**src/rtl/core/emr_pkg.sv**
```systemverilog
`default_nettype none
// ----------------------------------------------------------------------------
// emr_pkg
// Shared command codes and status type for the midpoint ellipse rasterizer
// controller and datapath.
// ----------------------------------------------------------------------------
package emr_pkg;

	typedef logic [3:0] emr_cmd_t;

	localparam emr_cmd_t CMD_NOP       = 4'd0;
	localparam emr_cmd_t CMD_LOAD      = 4'd1;
	localparam emr_cmd_t CMD_SQ        = 4'd2;
	localparam emr_cmd_t CMD_INIT_MUL  = 4'd3;
	localparam emr_cmd_t CMD_INIT_DEC  = 4'd4;
	localparam emr_cmd_t CMD_R1_CMP    = 4'd5;
	localparam emr_cmd_t CMD_R1_MUL    = 4'd6;
	localparam emr_cmd_t CMD_R1_UPD    = 4'd7;
	localparam emr_cmd_t CMD_R2_SQ     = 4'd8;
	localparam emr_cmd_t CMD_R2_MUL    = 4'd9;
	localparam emr_cmd_t CMD_R2_SET    = 4'd10;
	localparam emr_cmd_t CMD_R2_STEP   = 4'd11;
	localparam emr_cmd_t CMD_R2_UPD    = 4'd12;
	localparam emr_cmd_t CMD_EMIT      = 4'd13;
	localparam emr_cmd_t CMD_EMIT_LAST = 4'd14;

	typedef struct packed {
		logic lt;        // region 1 slope test still holds
		logic y_pos;     // current y offset is above zero
		logic out_free;  // output register can take a point this cycle
	} emr_status_t;

endpackage
`default_nettype wire

```
**src/rtl/core/emr_ctrl.sv**
```systemverilog
`default_nettype none
// ----------------------------------------------------------------------------
// emr_ctrl
// Sequencer for the ellipse rasterizer: accepts input transactions, tracks
// the drawing region and issues one datapath command per cycle (a NOP while it waits).
// ----------------------------------------------------------------------------
module emr_ctrl (
	input  wire logic                clk,
	input  wire logic                arst_n,
	input  wire logic                in_valid,
	output logic                     in_stall,
	input  wire logic                op,
	input  wire emr_pkg::emr_status_t status,
	output emr_pkg::emr_cmd_t        cmd
);
	import emr_pkg::*;

	localparam logic [3:0] ST_READY     = 4'd0;
	localparam logic [3:0] ST_SQ        = 4'd1;
	localparam logic [3:0] ST_INIT_MUL  = 4'd2;
	localparam logic [3:0] ST_INIT_DEC  = 4'd3;
	localparam logic [3:0] ST_R1_DECIDE = 4'd4;
	localparam logic [3:0] ST_R1_UPD    = 4'd5;
	localparam logic [3:0] ST_R2_MUL    = 4'd6;
	localparam logic [3:0] ST_R2_SET    = 4'd7;
	localparam logic [3:0] ST_R2_EMIT   = 4'd8;
	localparam logic [3:0] ST_R2_UPD    = 4'd9;
	localparam logic [3:0] ST_EMIT      = 4'd10;
	localparam logic [3:0] ST_EMIT_LAST = 4'd11;

	localparam logic [1:0] PH_IDLE = 2'd0;
	localparam logic [1:0] PH_R1   = 2'd1;
	localparam logic [1:0] PH_R2   = 2'd2;

	logic [3:0] state_q, state_d;
	logic [1:0] phase_q, phase_d;

	always_comb begin
		state_d  = state_q;
		phase_d  = phase_q;
		cmd      = CMD_NOP;
		in_stall = (state_q != ST_READY);
		case (state_q)
			ST_READY: begin
				if (in_valid) begin
					if (!op) begin
						cmd     = CMD_LOAD;
						state_d = ST_SQ;
					end else begin
						case (phase_q)
							PH_R1: begin
								cmd     = CMD_R1_CMP;
								state_d = ST_R1_DECIDE;
							end
							PH_R2: begin
								if (status.y_pos) begin
									state_d = ST_R2_EMIT;
								end else begin
									state_d = ST_EMIT_LAST;
									phase_d = PH_IDLE;
								end
							end
							default: begin
							end
						endcase
					end
				end
			end
			ST_SQ: begin
				cmd     = CMD_SQ;
				state_d = ST_INIT_MUL;
			end
			ST_INIT_MUL: begin
				cmd     = CMD_INIT_MUL;
				state_d = ST_INIT_DEC;
			end
			ST_INIT_DEC: begin
				cmd     = CMD_INIT_DEC;
				phase_d = PH_R1;
				state_d = ST_EMIT;
			end
			ST_R1_DECIDE: begin
				if (status.lt) begin
					cmd     = CMD_R1_MUL;
					state_d = ST_R1_UPD;
				end else begin
					cmd     = CMD_R2_SQ;
					state_d = ST_R2_MUL;
				end
			end
			ST_R1_UPD: begin
				cmd     = CMD_R1_UPD;
				state_d = ST_EMIT;
			end
			ST_R2_MUL: begin
				cmd     = CMD_R2_MUL;
				state_d = ST_R2_SET;
			end
			ST_R2_SET: begin
				cmd     = CMD_R2_SET;
				phase_d = PH_R2;
				state_d = ST_EMIT;
			end
			ST_R2_EMIT: begin
				if (status.out_free) begin
					cmd     = CMD_R2_STEP;
					state_d = ST_R2_UPD;
				end
			end
			ST_R2_UPD: begin
				cmd     = CMD_R2_UPD;
				state_d = ST_READY;
			end
			ST_EMIT: begin
				if (status.out_free) begin
					cmd     = CMD_EMIT;
					state_d = ST_READY;
				end
			end
			ST_EMIT_LAST: begin
				if (status.out_free) begin
					cmd     = CMD_EMIT_LAST;
					state_d = ST_READY;
				end
			end
			default: begin
				state_d = ST_READY;
			end
		endcase
	end

	always_ff @(posedge clk or negedge arst_n) begin
		if (!arst_n) begin
			state_q <= ST_READY;
			phase_q <= PH_IDLE;
		end else begin
			state_q <= state_d;
			phase_q <= phase_d;
		end
	end

`ifndef ASSERT_OFF
	a_idle_advance_noop: assert property (@(posedge clk) disable iff (!arst_n)
		(in_valid && !in_stall && op && phase_q == PH_IDLE) |=> (state_q == ST_READY))
		else $error("advance while idle started work");

	a_region2_entry: assert property (@(posedge clk) disable iff (!arst_n)
		(state_q == ST_R2_SET) |=> (phase_q == PH_R2 && state_q == ST_EMIT))
		else $error("region switch did not enter region 2");
`endif

endmodule
`default_nettype wire

```
**config.mk**
```make
export PLATFORM = sky130hd
export DESIGN_NAME = emr_ctrl
export DESIGN_NICKNAME = d
export VERILOG_FILES = /design/src/rtl/core/emr_pkg.sv /design/src/rtl/core/emr_ctrl.sv
export SDC_FILE = /design/constraint.sdc
export NUM_CORES = 1
export LEC_CHECK = 0
export ABC_AREA = 0
export BUFFER_PORTS_ARGS = -buffer_cell sky130_fd_sc_hd__buf_2
export CAP_MARGIN = 20
export CORE_AREA = 4 4 41 43
export DETAILED_ROUTE_END_ITERATION = 10
export DIE_AREA = 0 0 45 47
export PLACE_DENSITY = 0.68
export SYNTH_ARGS = -nofsm -noshare
export SYNTH_HDL_FRONTEND = slang
export SYNTH_SLANG_ARGS = --single-unit
```
**constraint.sdc**
```tcl
create_clock -name clk -period 1.42 [get_ports clk]
set_input_delay 0.213 -clock clk [delete_from_list [all_inputs] [get_ports clk]]
set_output_delay 0.213 -clock clk [all_outputs]
set_load 0.1 [all_outputs]
```
### Word-level counts from Yosys, hierarchy flattened

Cells that the tools add are included.
Widths: inputs -> output; s select.

* output and inout port bits: 5
* register bits: 6
* logic and storage cells: 50
* bits of input ports: 7

* reductions and logical operators: 7
* eq/ne operators: 20
* muxes and demuxes: 21

Operator list (count)
* $pmux 4 s12: 1
* $mux 4: 8
* $pmux 4 s8: 1
* $eq 4x3->1 const B: 4
* $eq 4x4->1 const B: 4
* $mux 2: 6
* $mux 3: 3
* $eq 4x2->1 const B: 2
* $ne 2x2->1 const B: 4
* $pmux 4 s2: 1
* $pmux 2 s3: 1
* $reduce_and 5->1: 1
* $eq 4x1->1 const B: 1
* $logic_not 4->1: 1
* $ne 2x1->1 const B: 2
* $ne 4x2->1 const B: 1
* $reduce_and 4->1: 1
* $reduce_bool 4->1: 1
* $reduce_bool 3->1: 1
* $reduce_or 3->1: 1
* $eq 2x1->1 const B: 1
* $eq 2x2->1 const B: 1
* $reduce_or 2->1: 1

### Depth between registers and ports, before layout

Gate-level depths: netlist of the first run.

* depth after elaboration: 5
* mapped depth: 6
* gate-level depth less buffers: 6

### Least setup slack after synthesis of the first run

OpenSTA, ideal clock, no wires.

* path type: reg2out
* start point: reg state_q[3]
* end point: out cmd[3]
* buffers on the path: 2
* data arrival time: 2.285 ns
* slack: -1.078 ns
* data required time: 1.207 ns
* cell stages (with the launch flop): 5
* cell sequence: dfrtp_1 > buf_2 > buf_1 > nand2_1 > o22ai_1

* word-level cells in the longest chain between the ends: 2
* elaborated cells on any way between the ends: 13
* those cells by class: eq/ne: 11; mux: 1; reduce/logical: 1

RTL lines
* start: declaration: RTL line emr_ctrl.sv:35 `logic [3:0] state_q, state_d;`
* start signal: assignment: RTL line emr_ctrl.sv:137 `state_q <= state_d;`
* $eq 4x4->1, or another cell as far along: RTL line emr_ctrl.sv:43 `case (state_q)`
* $pmux 4 s12 *: RTL line emr_ctrl.sv:43
* end: declaration: RTL line emr_ctrl.sv:14 `output emr_pkg::emr_cmd_t cmd`

Every way passes the cells marked *; elsewhere a longest branch is shown, timed or not.

### Worst setup path in the final report of the first run

* start point: reg phase_q[0]
* end point: out cmd[0]

* word-level cells in the longest chain between the ends: 5

RTL lines
* start: declaration: RTL line emr_ctrl.sv:36 `logic [1:0] phase_q, phase_d;`
* start signal: assignment: RTL line emr_ctrl.sv:138 `phase_q <= phase_d;`
* $eq 2x1->1: RTL line emr_ctrl.sv:50 `case (phase_q)`
* $mux 3: RTL line emr_ctrl.sv:50
* $mux 3: RTL line emr_ctrl.sv:46 `if (!op) begin`
* $mux 3: RTL line emr_ctrl.sv:45 `if (in_valid) begin`
* $pmux 4 s12: RTL line emr_ctrl.sv:43

Every way passes these cells.

==> impl_metrics.toml, run 1 <==
[status]
status = "finished with violations"
violations = "setup timing"

[timing]
slew-limit-headroom_pct = 79.9
rsz0062_at_grt = "yes"
fmax_mhz = 541
fin_crit_ps = 1850
finalCritPeriodShare_pct = 130
skew_ps = 14.8
setup_slack_ps = -428
worst_pin_slew_ps = 301
slew_viol_final = 0
finalHoldViolCount = 0
finalSetupViolations = 10

[worst_setup_path]
worstSetupStartpointType = "register"
cp_max_fo = 2
worst_ep_arrival_time_ps = 1630
cp-end-kind = "output pin"
required_ps = 1210
critPathKind = "reg -> out"

[cts]
clk-insertion-delay-late_ps = 270
cts_tree = "yes"
clock-sinks = 6
cts_buffer_depth = 2
cts_buffers = 3
cts.clk_slew.worst_paths_ps = 60
cts_root_buf = "clkbuf_4"
htree_levels = 1

[placement]
globalplace.congestion = 0.875
port_buffers = 11
place_hpwl_um = 1270
dpl_cell_area_um2 = 837

[logic_synthesis]
synth_area_um2 = 574
yosysWarningCount = 0
synth_area_per_cell_um2 = 7.76
synthArstFlopShare_pct = 100
synth_cell_types = 34
syn_nets = 83
synth-seq-cells = 6
synth_edf_count = 0
syn_inst = 74
synth_seq_area_share_pct = 26.1
synth_flop_cell = "dfrtp_1"

[die]
initial_core_util_pct = 44.1
coreArea_um2 = 1300
die_area_um2 = 2120
fp-row-count = 13
die_w_um = 45
die_h_um = 47
io_pins = 12

[global_routing]
grt_usage_pct = 23.0
grt_pass1_wl_um = 3370
grt_overflow = 0
grt_max_degree = 10
grt_pass1_vias = 765
grt_antenna_before_repair = 0

[detailed_routing]
firstDrtPassIters = 4
drt_iter0_drc = 43
routed_wl_um = 2620
vias = 801
wire_per_inst_um = 20.4
drc_errors = 0
vias_per_cell = 6.26
final_antenna_net_count = 0

[final_layout]
nFillCells = 64
final_nets = 124
layout-drive-gt1-share_pct = 66.4
area_growth_pct = 101
final_area_um2 = 1150
antenna_cells = 0

[hold_path]
hp-class = "in -> async"

[flow_run]
maxCapViolCount = 0
-- kinds of logic (layout without fill, tap and decap cells) --
family          count (synthesis)  in the layout  share of synthesized area (%)
buf+inv                        11             50                           8.93
flops                           6              6                           26.1
compound gates                 31             31                           36.6
simple gates                   24             24                           24.0
fa+ha+maj                       2              2                           4.36
-- metrics by stage --
| stage | cells | utilization, % | setup TNS (ps) | setup slack [ps] | hold WS, ps |
|---|---|---|---|---|---|
| floorplan | 74 | - | -601 | -274 | -82.6 |
| global placement | 110 | 64.3 | -874 | -206 | 43.5 |
| detailed placement | 110 | 64.3 | -1170 | -259 | 49.8 |
| CTS | 121 | 77.4 | -1660 | -426 | 311 |
| global route | 128 | 88.7 | -2820 | -483 | 306 |
| finish | 128 | 88.7 | -2270 | -428 | 299 |
-- layout by cell type, fill, tap and decap left out, types with 2 or more instances in the layout --
master and instances:
a21oi_1 6, a21oi_2 2, a22o_1 2, buf_12 6, buf_2 6, buf_4 23
buf_6 4, clkbuf_4 3, dfrtp_1 3, dfrtp_2 3, inv_1 2, inv_2 3
nand2_1 4, nand2b_1 3, nand2b_4 2, nor2_1 3, nor2_2 2, o21ai_1 2
o21ai_2 2, o22ai_1 2
-- per-layer routing --
metal | global-route usage, % | up-vias | part of all wire (%)
li1 | - | 355 | -
met1 | 24.9 | 392 | 41
met2 | 37.6 | 42 | 52
met3 | 8.05 | 12 | 5.4
met4 | 16.4 | 0 | 1.6
met5 | 0 | - | 0
-- final cells by class --
type	count	area, um2	share of cell area (%)
clock buffer	3	22.5	1.95
tap	15	18.8	1.63
timing repair buffer	41	393	34.1
sequential	6	154	13.3
multi-input combinational	57	541	46.9
inverter	6	25.0	2.17
-- state kept, by name (all words and copies together), names as in the netlist --
name     cells
phase_q      2
state_q      4
-- critical path, cell delays in order, from the launching register on --
cell and delay, ps:
dfrtp_1 390, ha_2 180, nand2b_4 140, a31oi_4 130, o22ai_2 100, a32o_4 270, buf_12 160
-- worst paths after layout --
check	from	endpoint	slack [ps]	cells past startpoint
hold reg to reg	phase_q[1]	phase_q[1]	640	2
setup / recovery	phase_q[0]	cmd[0]	-430	6
setup reg to reg	state_q[3]	phase_q[0]	-220	6
max in group asynchronous	arst_n	phase_q[1]	950	2
hold / removal	arst_n	state_q[1]	300	2
min in group clk	status[0]	state_q[0]	410	3
-- cell usage after synthesis (2+ instances only) --
library cell / n / area, um2
a21oi_1: 8 / 40.0
dfrtp_1: 6 / 150
nand2_1: 5 / 18.8
nand2b_1: 5 / 31.3
nor2_1: 5 / 18.8
inv_1: 4 / 15.0
o21ai_1: 4 / 20.0
o22ai_1: 4 / 25.0
a22o_1: 3 / 26.3
a31oi_1: 2 / 12.5
buf_2: 2 / 10.0
buf_4: 2 / 15.0
ha_1: 2 / 25.0
inv_2: 2 / 7.51
-- what timing repair did --
item                                    4_1_cts  5_1_grt
setup buffers                                 9        7
endpoints found under the setup margin       11       11
hold buffers                                  1        0
endpoints found under the hold margin         6        0
pin swaps                                    15       11
gates resized for setup                      22       21
Power of run 1 is left out: the tool's default activity adds up to more than one toggle a clock period on the data nets, which glitch-free logic cannot reach.
==> run 2: changes to the inputs <==
--- a/config.mk
+++ b/config.mk
@@ -6,7 +6,7 @@
 export NUM_CORES = 1
 export LEC_CHECK = 0
 export ABC_AREA = 0
-export BUFFER_PORTS_ARGS = -buffer_cell sky130_fd_sc_hd__buf_2
+export BUFFER_PORTS_ARGS = -buffer_cell sky130_fd_sc_hd__clkbuf_2
 export CAP_MARGIN = 20
 export CORE_AREA = 4 4 41 43
 export DETAILED_ROUTE_END_ITERATION = 10
==> run 2 against run 1 <==
  * The run still ends with setup timing left
  * Clock skew is 9.4 ps lower
  * Setup slack worse by 1.0 ps
  * Sequential cell count stayed put
  * Register-to-register slack better by 20 ps
  * Via count is 2.0% lower
  * Die area stayed put
  * Design area is 2.1% lower
  * Count of clock-buffer cells in the layout stayed put
  * Core utilization is 1.8 points lower
  * Fmax hardly changed
  * Wire length is 10% lower
  * Critical path type unchanged
==> impl_metrics.toml, run 2 (synthesized netlist as in run 1, its figures left out) <==
[worst_setup_path]
critical_path.slowest_cell = "dfrtp_1"
cp-end-kind = "output pin"
crit_path_start = "phase_q[0]"
worst_ep_arrival_time_ps = 1640
worstSetupStartpointType = "register"
critPathKind = "reg -> out"
cp_max_fo = 2
required_ps = 1210
path_cells = "ha_2 > nand2b_4 > a31oi_4 > o22ai_2 > a32o_4 > buf_12"
critical_path.max_stage_delay_ps = 390
r2r-start = "state_q[2]"

[detailed_routing]
routed_wl_um = 2350
drt_iter0_drc = 49
vias = 785
wire_per_inst_um = 18.0
drc_errors = 0
final_antenna_net_count = 0
firstDrtPassIters = 6
vias_per_cell = 6.04

[timing]
setup_slack_ps = -429
finalSetupViolations = 10
skew_ps = 5.47
rsz0062_at_grt = "yes"
slew-limit-headroom_pct = 78.7
slew_viol_final = 0
fin_crit_ps = 1850
worst_pin_slew_ps = 316
finalCritPeriodShare_pct = 130
finalHoldViolCount = 0
fmax_mhz = 541

[hold_path]
hp-class = "in -> async"

[placement]
place_hpwl_um = 1260
globalplace.congestion = 0.797
port_buffers = 11
placed_cells = 114

[cts]
cts_tree = "yes"
cts_root_buf = "clkbuf_4"
htree_levels = 1
cts_buffer_depth = 2
clk-insertion-delay-late_ps = 250
clock-sinks = 6
cts_buffers = 3
cts.clk_slew.worst_paths_ps = 50

[die]
die_w_um = 45
initial_core_util_pct = 44.1
coreArea_um2 = 1300
fp-row-count = 13
io_pins = 12
die_h_um = 47
die_area_um2 = 2120

[final_layout]
layout_common_cells = "buf_4 (28), a21oi_1 (6), clkbuf_2 (6)"
antenna_cells = 0
layout-drive-gt1-share_pct = 64.3
largest_register = "state_q"
nFillCells = 67
largestRegisters = "state_q (4), phase_q (2)"
area_growth_pct = 96.7
largest_reg_flops = 4
fin_cells = 130
layout_commonest_cell = "buf_4"
final_nets = 126

[status]
status = "finished with violations"
violations = "setup timing"

[global_routing]
grt_antenna_before_repair = 0
grt_pass1_wl_um = 3080
grt_usage_pct = 20.3
grt_pass1_vias = 706
grt_overflow = 0
grt_max_degree = 14

[flow_run]
maxCapViolCount = 0
==> run 2: timing repair <==
item,in CTS,in global routing
pin swaps,7,8
resized for setup,12,20
setup endpoints to repair,11,11
hold endpoints to repair,6,0
setup buffers,3,10
hold buffers,1,0
==> run 2: through the flow <==
step | worst slack, ps | setup TNS [ps] | util [%] | hold WS [ps] | cell area, um2
final | -429 | -2240 | 86.8 | 329 | 1130
after global placement | -201 | -1050 | 67.8 | 48.7 | 882
after CTS | -405 | -1820 | 74.6 | 328 | 971
after detailed placement | -221 | -1200 | 67.8 | 51.0 | 882
after global routing | -501 | -2720 | 86.8 | 347 | 1130
after floorplan | -274 | -601 | - | -82.6 | 637
==> run 2: worst paths after layout <==
| check | end | slack (ps) | depth (start not counted) |
|---|---|---|---|
| worst max-delay path | cmd[0] | -430 | 6 |
| worst min-delay path | state_q[3] | 330 | 2 |
| worst max register to register | phase_q[1] | -200 | 7 |
| worst min register to register | phase_q[1] | 630 | 2 |
| max in group asynchronous | state_q[0] | 920 | 2 |
| min in group clk | phase_q[0] | 400 | 4 |
==> run 2: per-layer routing <==
metal / track usage [%] / up-vias / routed length (um)
met1: 26.7 / 382 / 980
met4: 8.19 / 0 / 48
met2: 30.5 / 28 / 1210
met3: 6.90 / 8 / 104
li1: - / 367 / -
met5: 0 / - / 0
==> run 2: layout make-up <==
cell class	instances	area, um2	share of cell area (%)
timing repair buffer	43	384	34.0
clock buffer	3	22.5	1.99
tap	15	18.8	1.66
sequential	6	154	13.6
multi-input combinational	57	526	46.5
inverter	6	25.0	2.21
==> run 2: worst max-delay path: cells and delay by family (launching register included) <==
family / cells / cell delay [ps]
AOI/OAI and AO/OA: 3 / 510
DFF: 1 / 390
adders and majority gates: 1 / 190
buffers and inverters: 1 / 160
and+or+nand+nor: 1 / 140
Power of run 2 is left out for the same reason.
